<file path="config.mk">
export PLATFORM = sky130hd
export DESIGN_NAME = arp_cache_with_request_retry
export DESIGN_NICKNAME = d
export VERILOG_FILES = /design/src/hdl/arpc_pkg.sv /design/src/hdl/arpc_cache_cell.sv /design/src/hdl/arpc_req_cell.sv /design/src/hdl/arp_cache_with_request_retry.sv
export SDC_FILE = /design/constraint.sdc
export NUM_CORES = 2
export LEC_CHECK = 0
export BUFFER_PORTS_ARGS = -buffer_cell sky130_fd_sc_hd__buf_2
export CAP_MARGIN = 0
export CORE_UTILIZATION = 44
export CTS_CLUSTER_DIAMETER = 60
export CTS_CLUSTER_SIZE = 40
export DETAILED_ROUTE_END_ITERATION = 8
export PLACE_DENSITY = 0.55
export SLEW_MARGIN = 5
export SYNTH_ARGS = -nofsm -noshare
export SYNTH_HDL_FRONTEND = slang
export SYNTH_SLANG_ARGS = --single-unit
</file>
<file path="constraint.sdc">
create_clock -name clk -period 63.1 [get_ports clk]
set_input_delay 0 -clock clk [delete_from_list [all_inputs] [get_ports clk]]
set_output_delay 0 -clock clk [all_outputs]
set_load 0.02 [all_outputs]
</file>
<file path="src/hdl/arpc_pkg.sv">
// shared types, codes and defaults for the arp cache with request retry
// no dependencies
package arpc_pkg;

    // default sizes
    localparam int CacheEntries      = 16;
    localparam int RequestEntries    = 8;
    localparam int PacketsPerRequest = 4;
    localparam int ResultLimit       = 32;
    localparam int ResCntW           = $clog2(ResultLimit + 1);

    // operation codes
    localparam logic [2:0] OpTick   = 3'd0;
    localparam logic [2:0] OpLookup = 3'd1;
    localparam logic [2:0] OpQueue  = 3'd2;
    localparam logic [2:0] OpInsert = 3'd3;
    localparam logic [2:0] OpRemove = 3'd4;
    localparam logic [2:0] OpClear  = 3'd5;

    // result kinds
    localparam logic [2:0] KindLookup  = 3'd0;
    localparam logic [2:0] KindSend    = 3'd1;
    localparam logic [2:0] KindUnreach = 3'd2;
    localparam logic [2:0] KindInsert  = 3'd3;
    localparam logic [2:0] KindQueue   = 3'd4;
    localparam logic [2:0] KindDone    = 3'd5;

    // status codes
    localparam logic [1:0] StatusOk        = 2'd0;
    localparam logic [1:0] StatusCacheFull = 2'd1;
    localparam logic [1:0] StatusReqFull   = 2'd2;
    localparam logic [1:0] StatusPktFull   = 2'd3;

    // configuration register indexes and reset values
    localparam logic [1:0] CfgTimeout  = 2'd0;
    localparam logic [1:0] CfgInterval = 2'd1;
    localparam logic [1:0] CfgMaxSends = 2'd2;
    localparam logic [15:0] TimeoutReset  = 16'd30;
    localparam logic [7:0]  IntervalReset = 8'd1;
    localparam logic [2:0]  MaxSendsReset = 3'd5;

    typedef struct packed {
        logic        valid;
        logic [31:0] ip;
        logic [47:0] mac;
        logic [15:0] age;
    } cache_ent_t;

    typedef struct packed {
        logic        valid;
        logic [31:0] ip;
        logic [2:0]  sends;
        logic [7:0]  wait_cnt;
    } req_ent_t;

    typedef struct packed {
        logic [15:0] handle;
        logic [3:0]  iface;
    } held_t;

    typedef struct packed {
        logic [2:0]  kind;
        logic        hit;
        logic [47:0] mac;
        logic [31:0] ip;
        logic [15:0] handle;
        logic [3:0]  iface;
        logic [1:0]  status;
    } result_t;

endpackage

</file>
<file path="src/hdl/arpc_cache_cell.sv">
// one cache entry cell of the rotating cache ring
// depends on arpc_pkg
module arpc_cache_cell (
    input  logic                clk,
    input  logic                rst_n,
    input  logic                shift,
    input  logic                clear,
    input  arpc_pkg::cache_ent_t d_in,
    output arpc_pkg::cache_ent_t q
);

    logic        valid_reg;
    logic [31:0] ip_reg;
    logic [47:0] mac_reg;
    logic [15:0] age_reg;

    // valid bit
    always_ff @(posedge clk or negedge rst_n)
    begin
        if (!rst_n)
        begin
            valid_reg <= 1'b0;
        end
        else if (clear)
        begin
            valid_reg <= 1'b0;
        end
        else if (shift)
        begin
            valid_reg <= d_in.valid;
        end
    end

    // entry payload
    always_ff @(posedge clk)
    begin
        if (shift)
        begin
            ip_reg  <= d_in.ip;
            mac_reg <= d_in.mac;
            age_reg <= d_in.age;
        end
    end

    assign q = '{valid: valid_reg, ip: ip_reg, mac: mac_reg, age: age_reg};

endmodule

</file>
<file path="src/hdl/arpc_req_cell.sv">
// one pending request cell of the rotating request ring, with its held packets
// depends on arpc_pkg
module arpc_req_cell #(
    parameter int P    = arpc_pkg::PacketsPerRequest,
    parameter int CntW = $clog2(P + 1)
) (
    input  logic              clk,
    input  logic              rst_n,
    input  logic              shift,
    input  logic              clear,
    input  arpc_pkg::req_ent_t ent_in,
    input  logic [CntW-1:0]   cnt_in,
    input  arpc_pkg::held_t   pkt_in [P],
    output arpc_pkg::req_ent_t ent_q,
    output logic [CntW-1:0]   cnt_q,
    output arpc_pkg::held_t   pkt_q [P]
);

    logic               valid_reg;
    logic [31:0]        ip_reg;
    logic [2:0]         sends_reg;
    logic [7:0]         wait_reg;
    logic [CntW-1:0]    cnt_reg;
    arpc_pkg::held_t    pkt_reg [P];

    // valid bit
    always_ff @(posedge clk or negedge rst_n)
    begin
        if (!rst_n)
        begin
            valid_reg <= 1'b0;
        end
        else if (clear)
        begin
            valid_reg <= 1'b0;
        end
        else if (shift)
        begin
            valid_reg <= ent_in.valid;
        end
    end

    // request payload and held packets
    always_ff @(posedge clk)
    begin
        if (shift)
        begin
            ip_reg    <= ent_in.ip;
            sends_reg <= ent_in.sends;
            wait_reg  <= ent_in.wait_cnt;
            cnt_reg   <= cnt_in;
            for (int j = 0; j < P; j++)
            begin
                pkt_reg[j] <= pkt_in[j];
            end
        end
    end

    assign ent_q = '{valid: valid_reg, ip: ip_reg, sends: sends_reg, wait_cnt: wait_reg};
    assign cnt_q = cnt_reg;
    assign pkt_q = pkt_reg;

endmodule

</file>
<file path="src/hdl/arp_cache_with_request_retry.sv">
// top level: arp cache and pending request table as two rotating rings of cells
// depends on arpc_pkg, arpc_cache_cell, arpc_req_cell
//
// One word is taken at a time and its results come out at most one word per cycle,
// the final one marked by last. Both tables are rings of cells that rotate by one
// each cycle of a pass (the request ring waits while a result cannot move out)
// past a single head unit, so an operation costs whole ring passes: a lookup one
// cache pass, an insert two cache passes and a request pass, a queue two request
// passes, a remove one request pass, a clear none, and a tick one cache pass and
// one request pass plus, for each request given up, one unreachable word per held
// packet; all of these run longer while the output is stalled.
module arp_cache_with_request_retry #(
    parameter int CACHE_ENTRIES       = arpc_pkg::CacheEntries,
    parameter int REQUEST_ENTRIES     = arpc_pkg::RequestEntries,
    parameter int PACKETS_PER_REQUEST = arpc_pkg::PacketsPerRequest
) (
    input  logic        clk,
    input  logic        rst_n,
    input  logic        wr_en,
    input  logic [1:0]  wr_index,
    input  logic [15:0] wr_data,
    input  logic        in_valid,
    output logic        in_stall,
    input  logic [2:0]  op,
    input  logic [31:0] ip,
    input  logic [47:0] mac,
    input  logic [15:0] packet_handle,
    input  logic [3:0]  iface,
    output logic        out_valid,
    input  logic        out_stall,
    output logic [2:0]  kind,
    output logic        hit,
    output logic [47:0] mac_res,
    output logic [31:0] ip_res,
    output logic [15:0] packet_handle_res,
    output logic [3:0]  iface_res,
    output logic [1:0]  status,
    output logic        last
);

    localparam int CIdxW = $clog2(CACHE_ENTRIES);
    localparam int RIdxW = (REQUEST_ENTRIES > 1) ? $clog2(REQUEST_ENTRIES) : 1;
    localparam int CntW  = $clog2(PACKETS_PER_REQUEST + 1);
    localparam int PIdxW = (PACKETS_PER_REQUEST > 1) ? $clog2(PACKETS_PER_REQUEST) : 1;
    localparam logic [CIdxW-1:0] CLast = CIdxW'(CACHE_ENTRIES - 1);
    localparam logic [RIdxW-1:0] RLast = RIdxW'(REQUEST_ENTRIES - 1);
    localparam logic [CntW-1:0]  PFull = CntW'(PACKETS_PER_REQUEST);

    typedef enum logic [2:0] {
        S_IDLE, S_CPASS1, S_CPASS2, S_RPASS1, S_RGIVEUP, S_RPASS2, S_FINISH
    } state_t;

    // rings
    arpc_pkg::cache_ent_t c_q [CACHE_ENTRIES];
    arpc_pkg::cache_ent_t c_d [CACHE_ENTRIES];
    arpc_pkg::req_ent_t   r_q [REQUEST_ENTRIES];
    arpc_pkg::req_ent_t   r_d [REQUEST_ENTRIES];
    logic [CntW-1:0]      r_cq [REQUEST_ENTRIES];
    logic [CntW-1:0]      r_cd [REQUEST_ENTRIES];
    arpc_pkg::held_t      r_pq [REQUEST_ENTRIES][PACKETS_PER_REQUEST];
    arpc_pkg::held_t      r_pd [REQUEST_ENTRIES][PACKETS_PER_REQUEST];

    arpc_pkg::cache_ent_t c_head_next;
    arpc_pkg::req_ent_t   r_head_next;
    logic [CntW-1:0]      r_cnt_head_next;
    arpc_pkg::held_t      r_pkt_head_next [PACKETS_PER_REQUEST];
    logic                 c_shift, r_shift, clear;

    // control and working registers
    state_t                        state_reg, state_next;
    logic [2:0]                    op_reg, op_next;
    logic [31:0]                   ip_reg, ip_next;
    logic [47:0]                   mac_reg, mac_next;
    arpc_pkg::held_t               pkt_reg, pkt_next;
    logic [CIdxW-1:0]              c_idx_reg, c_idx_next;
    logic [RIdxW-1:0]              r_idx_reg, r_idx_next;
    logic [CntW-1:0]               k_reg, k_next;
    logic                          found_reg, found_next;
    logic                          free_reg, free_next;
    logic [CIdxW-1:0]              sel_c_reg, sel_c_next, free_c_reg, free_c_next;
    logic [RIdxW-1:0]              sel_r_reg, sel_r_next, free_r_reg, free_r_next;
    logic [47:0]                   mac_hit_reg, mac_hit_next;
    logic [1:0]                    status_reg, status_next;
    arpc_pkg::result_t             hold_reg, hold_next;
    logic                          hold_valid_reg, hold_valid_next;
    arpc_pkg::result_t             out_reg, out_next;
    logic                          out_last_reg, out_last_next;
    logic                          out_valid_reg, out_valid_next;
    logic [arpc_pkg::ResCntW-1:0]  res_cnt_reg, res_cnt_next;
    logic [15:0]                   timeout_reg;
    logic [7:0]                    interval_reg;
    logic [2:0]                    max_sends_reg;

    // cache ring
    for (genvar i = 0; i < CACHE_ENTRIES; i++)
    begin : g_cache
        if (i == CACHE_ENTRIES - 1)
        begin : g_tail
            assign c_d[i] = c_head_next;
        end
        else
        begin : g_mid
            assign c_d[i] = c_q[i+1];
        end
        arpc_cache_cell u_cell (
            .clk   (clk),
            .rst_n (rst_n),
            .shift (c_shift),
            .clear (clear),
            .d_in  (c_d[i]),
            .q     (c_q[i])
        );
    end

    // request ring
    for (genvar i = 0; i < REQUEST_ENTRIES; i++)
    begin : g_req
        if (i == REQUEST_ENTRIES - 1)
        begin : g_tail
            assign r_d[i]  = r_head_next;
            assign r_cd[i] = r_cnt_head_next;
            assign r_pd[i] = r_pkt_head_next;
        end
        else
        begin : g_mid
            assign r_d[i]  = r_q[i+1];
            assign r_cd[i] = r_cq[i+1];
            assign r_pd[i] = r_pq[i+1];
        end
        arpc_req_cell #(
            .P    (PACKETS_PER_REQUEST),
            .CntW (CntW)
        ) u_cell (
            .clk    (clk),
            .rst_n  (rst_n),
            .shift  (r_shift),
            .clear  (clear),
            .ent_in (r_d[i]),
            .cnt_in (r_cd[i]),
            .pkt_in (r_pd[i]),
            .ent_q  (r_q[i]),
            .cnt_q  (r_cq[i]),
            .pkt_q  (r_pq[i])
        );
    end

    // sequencer and head logic
    always_comb
    begin
        logic              accept, out_free, emit_req, emit_ok, c_match, r_match;
        logic              due, c_end;
        logic [15:0]       age_inc;
        logic [7:0]        wait_inc;
        arpc_pkg::result_t emit_word;

        state_next      = state_reg;
        op_next         = op_reg;
        ip_next         = ip_reg;
        mac_next        = mac_reg;
        pkt_next        = pkt_reg;
        c_idx_next      = c_idx_reg;
        r_idx_next      = r_idx_reg;
        k_next          = k_reg;
        found_next      = found_reg;
        free_next       = free_reg;
        sel_c_next      = sel_c_reg;
        free_c_next     = free_c_reg;
        sel_r_next      = sel_r_reg;
        free_r_next     = free_r_reg;
        mac_hit_next    = mac_hit_reg;
        status_next     = status_reg;
        hold_next       = hold_reg;
        hold_valid_next = hold_valid_reg;
        out_next        = out_reg;
        out_last_next   = out_last_reg;
        out_valid_next  = out_valid_reg;
        res_cnt_next    = res_cnt_reg;
        c_shift         = 1'b0;
        r_shift         = 1'b0;
        clear           = 1'b0;
        c_head_next     = c_q[0];
        r_head_next     = r_q[0];
        r_cnt_head_next = r_cq[0];
        r_pkt_head_next = r_pq[0];
        emit_req        = 1'b0;
        emit_ok         = 1'b0;
        c_end           = 1'b0;
        emit_word       = '0;

        accept   = in_valid && (state_reg == S_IDLE);
        out_free = !out_valid_reg || !out_stall;
        c_match  = c_q[0].valid && (c_q[0].ip == ip_reg);
        r_match  = r_q[0].valid && (r_q[0].ip == ip_reg);
        age_inc  = (c_q[0].age != 16'hFFFF) ? c_q[0].age + 16'd1 : c_q[0].age;
        wait_inc = (r_q[0].wait_cnt != 8'hFF) ? r_q[0].wait_cnt + 8'd1 : r_q[0].wait_cnt;
        due      = (r_q[0].sends == 3'd0) || (wait_inc > interval_reg);

        // output register drains
        if (out_valid_reg && !out_stall)
        begin
            out_valid_next = 1'b0;
        end

        case (state_reg)
            S_IDLE:
            begin
                if (accept)
                begin
                    op_next           = op;
                    ip_next           = ip;
                    mac_next          = mac;
                    pkt_next.handle   = packet_handle;
                    pkt_next.iface    = iface;
                    c_idx_next        = '0;
                    r_idx_next        = '0;
                    found_next        = 1'b0;
                    free_next         = 1'b0;
                    status_next       = arpc_pkg::StatusOk;
                    res_cnt_next      = '0;
                    hold_valid_next   = 1'b0;
                    case (op)
                        arpc_pkg::OpTick:   state_next = S_CPASS1;
                        arpc_pkg::OpLookup: state_next = S_CPASS1;
                        arpc_pkg::OpInsert: state_next = S_CPASS1;
                        arpc_pkg::OpQueue:  state_next = S_RPASS1;
                        arpc_pkg::OpRemove: state_next = S_RPASS1;
                        arpc_pkg::OpClear:
                        begin
                            clear      = 1'b1;
                            state_next = S_FINISH;
                        end
                        default:            state_next = S_FINISH;
                    endcase
                end
            end

            S_CPASS1:
            begin
                c_shift    = 1'b1;
                c_end      = (c_idx_reg == CLast);
                c_idx_next = c_idx_reg + 1'b1;
                if (op_reg == arpc_pkg::OpTick)
                begin
                    // age and expire
                    if (c_q[0].valid)
                    begin
                        c_head_next.age = age_inc;
                        if (age_inc >= timeout_reg)
                        begin
                            c_head_next.valid = 1'b0;
                        end
                    end
                end
                else
                begin
                    // first match and first free slot
                    if (c_match && !found_reg)
                    begin
                        found_next   = 1'b1;
                        sel_c_next   = c_idx_reg;
                        mac_hit_next = c_q[0].mac;
                    end
                    if (!c_q[0].valid && !free_reg)
                    begin
                        free_next   = 1'b1;
                        free_c_next = c_idx_reg;
                    end
                end
                if (c_end)
                begin
                    c_idx_next = '0;
                    case (op_reg)
                        arpc_pkg::OpTick:
                        begin
                            state_next = S_RPASS1;
                        end
                        arpc_pkg::OpLookup:
                        begin
                            hold_next        = '0;
                            hold_next.kind   = arpc_pkg::KindLookup;
                            hold_next.hit    = found_next;
                            hold_next.mac    = found_next ? mac_hit_next : 48'd0;
                            hold_valid_next  = 1'b1;
                            res_cnt_next     = res_cnt_reg + 1'b1;
                            state_next       = S_FINISH;
                        end
                        default:
                        begin
                            state_next = S_CPASS2;
                        end
                    endcase
                end
            end

            S_CPASS2:
            begin
                c_shift    = 1'b1;
                c_idx_next = c_idx_reg + 1'b1;
                // write the chosen slot
                if ((found_reg && (c_idx_reg == sel_c_reg)) ||
                    (!found_reg && free_reg && (c_idx_reg == free_c_reg)))
                begin
                    c_head_next.valid = 1'b1;
                    c_head_next.ip    = ip_reg;
                    c_head_next.mac   = mac_reg;
                    c_head_next.age   = 16'd0;
                end
                if (c_idx_reg == CLast)
                begin
                    c_idx_next  = '0;
                    status_next = (found_reg || free_reg) ? arpc_pkg::StatusOk
                                                          : arpc_pkg::StatusCacheFull;
                    found_next  = 1'b0;
                    free_next   = 1'b0;
                    r_idx_next  = '0;
                    state_next  = S_RPASS1;
                end
            end

            S_RPASS1:
            begin
                if (op_reg == arpc_pkg::OpTick)
                begin
                    if (!r_q[0].valid)
                    begin
                        r_shift = 1'b1;
                    end
                    else if (!due)
                    begin
                        r_shift              = 1'b1;
                        r_head_next.wait_cnt = wait_inc;
                    end
                    else if (r_q[0].sends >= max_sends_reg)
                    begin
                        k_next     = '0;
                        state_next = S_RGIVEUP;
                    end
                    else
                    begin
                        // resend
                        emit_req       = 1'b1;
                        emit_word.kind = arpc_pkg::KindSend;
                        emit_word.ip   = r_q[0].ip;
                        emit_ok        = (res_cnt_reg >= arpc_pkg::ResCntW'(arpc_pkg::ResultLimit))
                                         || !hold_valid_reg || out_free;
                        if (emit_ok)
                        begin
                            r_shift              = 1'b1;
                            r_head_next.wait_cnt = 8'd0;
                            r_head_next.sends    = r_q[0].sends + 3'd1;
                        end
                    end
                    if (r_shift)
                    begin
                        r_idx_next = r_idx_reg + 1'b1;
                        if (r_idx_reg == RLast)
                        begin
                            r_idx_next = '0;
                            state_next = S_FINISH;
                        end
                    end
                end
                else
                begin
                    r_shift    = 1'b1;
                    r_idx_next = r_idx_reg + 1'b1;
                    if (r_match && !found_reg)
                    begin
                        found_next = 1'b1;
                        sel_r_next = r_idx_reg;
                        if (op_reg == arpc_pkg::OpRemove)
                        begin
                            r_head_next.valid = 1'b0;
                        end
                    end
                    if (!r_q[0].valid && !free_reg)
                    begin
                        free_next   = 1'b1;
                        free_r_next = r_idx_reg;
                    end
                    if (r_idx_reg == RLast)
                    begin
                        r_idx_next = '0;
                        case (op_reg)
                            arpc_pkg::OpQueue:
                            begin
                                state_next = S_RPASS2;
                            end
                            arpc_pkg::OpInsert:
                            begin
                                hold_next        = '0;
                                hold_next.kind   = arpc_pkg::KindInsert;
                                hold_next.hit    = found_next;
                                hold_next.ip     = ip_reg;
                                hold_next.status = status_reg;
                                hold_valid_next  = 1'b1;
                                res_cnt_next     = res_cnt_reg + 1'b1;
                                state_next       = S_FINISH;
                            end
                            default:
                            begin
                                state_next = S_FINISH;
                            end
                        endcase
                    end
                end
            end

            S_RGIVEUP:
            begin
                if (k_reg < r_cq[0])
                begin
                    // one unreachable word per held packet
                    emit_req         = 1'b1;
                    emit_word.kind   = arpc_pkg::KindUnreach;
                    emit_word.ip     = r_q[0].ip;
                    emit_word.handle = r_pq[0][k_reg[PIdxW-1:0]].handle;
                    emit_word.iface  = r_pq[0][k_reg[PIdxW-1:0]].iface;
                    emit_ok          = (res_cnt_reg >= arpc_pkg::ResCntW'(arpc_pkg::ResultLimit))
                                       || !hold_valid_reg || out_free;
                    if (emit_ok)
                    begin
                        k_next = k_reg + 1'b1;
                    end
                end
                else
                begin
                    r_shift           = 1'b1;
                    r_head_next.valid = 1'b0;
                    r_idx_next        = r_idx_reg + 1'b1;
                    state_next        = S_RPASS1;
                    if (r_idx_reg == RLast)
                    begin
                        r_idx_next = '0;
                        state_next = S_FINISH;
                    end
                end
            end

            S_RPASS2:
            begin
                r_shift    = 1'b1;
                r_idx_next = r_idx_reg + 1'b1;
                if (found_reg && (r_idx_reg == sel_r_reg))
                begin
                    // append to existing request
                    if (r_cq[0] < PFull)
                    begin
                        for (int j = 0; j < PACKETS_PER_REQUEST; j++)
                        begin
                            if (PIdxW'(j) == r_cq[0][PIdxW-1:0])
                            begin
                                r_pkt_head_next[j] = pkt_reg;
                            end
                        end
                        r_cnt_head_next = r_cq[0] + 1'b1;
                    end
                    else
                    begin
                        status_next = arpc_pkg::StatusPktFull;
                    end
                end
                else if (!found_reg && free_reg && (r_idx_reg == free_r_reg))
                begin
                    // allocate a new request
                    r_head_next.valid    = 1'b1;
                    r_head_next.ip       = ip_reg;
                    r_head_next.sends    = 3'd0;
                    r_head_next.wait_cnt = 8'd0;
                    r_pkt_head_next[0]   = pkt_reg;
                    r_cnt_head_next      = CntW'(1);
                end
                if (r_idx_reg == RLast)
                begin
                    r_idx_next = '0;
                    if (!found_reg && !free_reg)
                    begin
                        status_next = arpc_pkg::StatusReqFull;
                    end
                    hold_next        = '0;
                    hold_next.kind   = arpc_pkg::KindQueue;
                    hold_next.ip     = ip_reg;
                    hold_next.status = status_next;
                    hold_valid_next  = 1'b1;
                    res_cnt_next     = res_cnt_reg + 1'b1;
                    state_next       = S_FINISH;
                end
            end

            S_FINISH:
            begin
                // push the final word with last set
                if (out_free)
                begin
                    if (hold_valid_reg)
                    begin
                        out_next = hold_reg;
                    end
                    else
                    begin
                        out_next      = '0;
                        out_next.kind = arpc_pkg::KindDone;
                    end
                    out_last_next   = 1'b1;
                    out_valid_next  = 1'b1;
                    hold_valid_next = 1'b0;
                    state_next      = S_IDLE;
                end
            end

            default:
            begin
                state_next = S_IDLE;
            end
        endcase

        // result staging: the held word moves out when a newer one arrives
        if (emit_req && (res_cnt_reg < arpc_pkg::ResCntW'(arpc_pkg::ResultLimit)) &&
            (!hold_valid_reg || out_free))
        begin
            if (hold_valid_reg)
            begin
                out_next       = hold_reg;
                out_last_next  = 1'b0;
                out_valid_next = 1'b1;
            end
            hold_next       = emit_word;
            hold_valid_next = 1'b1;
            res_cnt_next    = res_cnt_reg + 1'b1;
        end
    end

    // state, handshake and configuration
    always_ff @(posedge clk or negedge rst_n)
    begin
        if (!rst_n)
        begin
            state_reg      <= S_IDLE;
            hold_valid_reg <= 1'b0;
            out_valid_reg  <= 1'b0;
            timeout_reg    <= arpc_pkg::TimeoutReset;
            interval_reg   <= arpc_pkg::IntervalReset;
            max_sends_reg  <= arpc_pkg::MaxSendsReset;
        end
        else
        begin
            state_reg      <= state_next;
            hold_valid_reg <= hold_valid_next;
            out_valid_reg  <= out_valid_next;
            if (wr_en)
            begin
                case (wr_index)
                    arpc_pkg::CfgTimeout:  timeout_reg   <= wr_data;
                    arpc_pkg::CfgInterval: interval_reg  <= wr_data[7:0];
                    arpc_pkg::CfgMaxSends: max_sends_reg <= wr_data[2:0];
                    default:               ;
                endcase
            end
        end
    end

    // working payload
    always_ff @(posedge clk)
    begin
        op_reg       <= op_next;
        ip_reg       <= ip_next;
        mac_reg      <= mac_next;
        pkt_reg      <= pkt_next;
        c_idx_reg    <= c_idx_next;
        r_idx_reg    <= r_idx_next;
        k_reg        <= k_next;
        found_reg    <= found_next;
        free_reg     <= free_next;
        sel_c_reg    <= sel_c_next;
        free_c_reg   <= free_c_next;
        sel_r_reg    <= sel_r_next;
        free_r_reg   <= free_r_next;
        mac_hit_reg  <= mac_hit_next;
        status_reg   <= status_next;
        hold_reg     <= hold_next;
        out_reg      <= out_next;
        out_last_reg <= out_last_next;
        res_cnt_reg  <= res_cnt_next;
    end

    // ports
    assign in_stall          = (state_reg != S_IDLE);
    assign out_valid         = out_valid_reg;
    assign kind              = out_reg.kind;
    assign hit               = out_reg.hit;
    assign mac_res           = out_reg.mac;
    assign ip_res            = out_reg.ip;
    assign packet_handle_res = out_reg.handle;
    assign iface_res         = out_reg.iface;
    assign status            = out_reg.status;
    assign last              = out_last_reg;

endmodule
</file>
==> run metrics <==
maximum number of pins on one net before global-route repair=197; Critical R2R Launch=state_reg[0]; Critical path buffers and inverters=7; CTS Root Cell=clkbuf_16; final non-filler cell total=8357; DRC=0; Worst Setup SP=state_reg[0]; H-tree depth=4; crit start category=flop; GRT Overall Usage=between 10% and 20%; most frequent CP cell=buf_4; final WL=171000 um; Post-DP HPWL=95000 um; IO buf count=234; die extent in x=476 um; Placement Setup Slack=55.22 ns; max_cap viols=0; Worst Reg-to-Reg Cells=10; routability cong.=roughly 0.82; critical path's slowest cell=buf_4; Ys Warns=0; Peak VDD IR=0.0542 mV; vias in the first global route=~40000; Clock Tree Buf Depth=3; Worst-Skew Late Latency=around 0.87 ns; Crit. path cell count=10; syn_area_per_cell=between 20 and 25 um2; Clock transition at path regs=0.08 ns; Worst Path Required=63.56 ns; share of layout cells above drive strength 1=around 15%; global route total overflow=0; register bit count reported by yosys=2998; most frequent cells in the layout=edfxtp_1 (2784), nand2_1 (446), dlygate4sd3_1 (276); Post-synth EDFFs=2784; mapped cell area=98700 um2; initial antenna violation count=13; Slew headroom=approximately 7.7%; fmax=128 MHz; wire per inst=20.4 um; CTS sink cnt=~3000; filler cell count=between 15000 and 20000; Fin. Hold Viols=0; # IOs=235; post-synthesis sequential area ratio=89.3%; Cell variety after synth=77; Post-CTS Resized=0; die span in y=476 um; fin crit period=7.81 ns; setup slack, reg-to-reg=55.29 ns; Final setup viols=0; Crit. End Element=flop; Die Area=226000 um2; slowest cell delay on critical path=0.96 ns; Core ar.=223000 um2; placed insts=7760; first-pass GRT wire length=255000 um; Mapped Cells=4616; Post-CTS Setup Bufs=0; unrepaired setup endpoints after global routing=false; antenna-violating nets left=0; CP Capture Point=g_cache[15].u_cell.mac_reg[11]; Arrival @ worst endpoint=between 8 and 9 ns; worst slew pin tran=1.37 ns; area grow syn2layout=14.4%; outcome=complete, no violations; Total Neg Setup Slack=0 ns; Slew Viols, Final=0; leakage power=roughly 0.038 uW; CTS tree=yes; skew final=0.0631 ns; post-layout util=50.8%; max reg flops=768; worst hold path class=in -> reg; leading cell type in the layout, fill and taps excluded=edfxtp_1; top_reg_cell synth=edfxtp_1; vias=41900; r2r endpoint=g_cache[15].u_cell.mac_reg[11]; initial DRC count=4421; Crit Path Max Fanout=154; CTS Buf Count=approximately 170; Vias/cell=5.02; pwr/cell area=54.6 nW/um2; crit-path cells=nor2b_1, nand2b_1, inv_2, nor2_1, inv_8, buf_4, buf_4, buf_4, buf_4, buf_4; Crit Path Category=reg -> reg; hold buffers post-CTS=between 200 and 300; Net count, final=5400; Synth Net Count=4785; Pre-antenna DRT Iters=5; period utilization=about an eighth; ys async rst share=1.87%; row cnt=173; post-route setup slack=~55 ns; Starting Density=44.4%; CP delay by family, top=buffers and inverters
stage by stage:
stage | total power [uW] | instance area, um2 | hold WS (ns)
after floorplan | 6040 | 98700 | -0.296
after global placement | 4840 | 104000 | 0.178
after detailed placement | 4890 | 104000 | 0.178
after CTS | 6260 | 113000 | 0.0423
after global routing | 6480 | 113000 | 0.0914
final | 6170 | 113000 | 0.127
cell usage after synthesis (8+ instances only):
cell,n,area (um2)
a21o_1,10,75.1
a21oi_1,42,210
a22o_1,157,1380
a22oi_1,48,360
a31oi_1,8,50.1
and2_1,11,68.8
and3_1,27,169
buf_2,27,135
buf_6,16,180
clkbuf_1,71,267
dfrtp_1,49,1230
dfxtp_1,158,3160
edfxtp_1,2784,83600
ha_1,43,538
inv_1,49,184
mux2_2,144,1620
mux2i_1,11,110
mux4_2,20,450
nand2_1,447,1680
nand2b_1,14,87.6
nand3_1,79,395
nand4_1,26,163
nor2_1,63,236
nor2b_1,11,68.8
nor3_1,20,100
nor4_1,18,113
o21ai_0,55,275
xnor2_1,59,517
xor2_1,39,342
worst min-delay path by stage:
stage / startpoint / end / slack (ns) / cells past startpoint
2_1_floorplan: rst_n / g_cache[0].u_cell.valid_reg / -0.30 / 0
3_3_place_gp: ip[3] / ip_reg[3] / 0.18 / 1
3_5_place_dp: mac[30] / mac_reg[30] / 0.18 / 1
4_1_cts: wr_data[7] / interval_reg[7] / 0.04 / 3
6_report: wr_data[7] / interval_reg[7] / 0.13 / 3
5_1_grt: wr_data[7] / interval_reg[7] / 0.09 / 3
power by group:
group / internal [uW] / switching [uW]
Combinational: 194 / 690
Sequential: 3630 / 324
Clock: 594 / 736
Total: 4420 / 1750
worst min-delay path, cell delays in order:
cell and delay (ns):
dlygate4sd3_1 0.53, buf_2 0.21, mux2_2 0.18
routing by layer:
metal / part of all wire, % / global-route usage, % / up-vias
met5: 0.016 / 0 / -
met4: 2.3 / 4.19 / 4
met3: 5.0 / 2.67 / 233
met2: 44 / 21.3 / 899
met1: 49 / 23.8 / 21600
li1: - / - / 19200
area by class of cell:
| cell class | count | area (um2) | area share (%) |
|---|---|---|---|
| Multi-Input combinational cell | 1440 | 9830 | 8.70 |
| Antenna cell | 3 | 7.51 | 0.00665 |
| Inverter | 52 | 214 | 0.189 |
| Clock buffer | 180 | 4420 | 3.91 |
| Tap cell | 2975 | 3720 | 3.29 |
| Timing Repair Buffer | 571 | 4450 | 3.94 |
| Sequential cell | 2998 | 88200 | 78.0 |
| Clock inverter | 138 | 2160 | 1.91 |
kinds of logic (layout without fill, tap and decap cells):
| family | after synthesis | count (layout) | synth area share [%] |
|---|---|---|---|
| flip-flops | 2998 | 2998 | 89.3 |
| adder cells (fa/ha/maj) | 43 | 43 | 0.545 |
| multiplexers | 175 | 175 | 2.21 |
| AND/OR/NAND/NOR | 749 | 749 | 3.38 |
| XOR/XNOR | 98 | 98 | 0.869 |
| AO/OA/AOI/OAI | 375 | 375 | 2.84 |
| other | 0 | 3 | 0 |
| buffers and inverters | 178 | 941 | 0.857 |
Power figures use the tool's default switching activity.
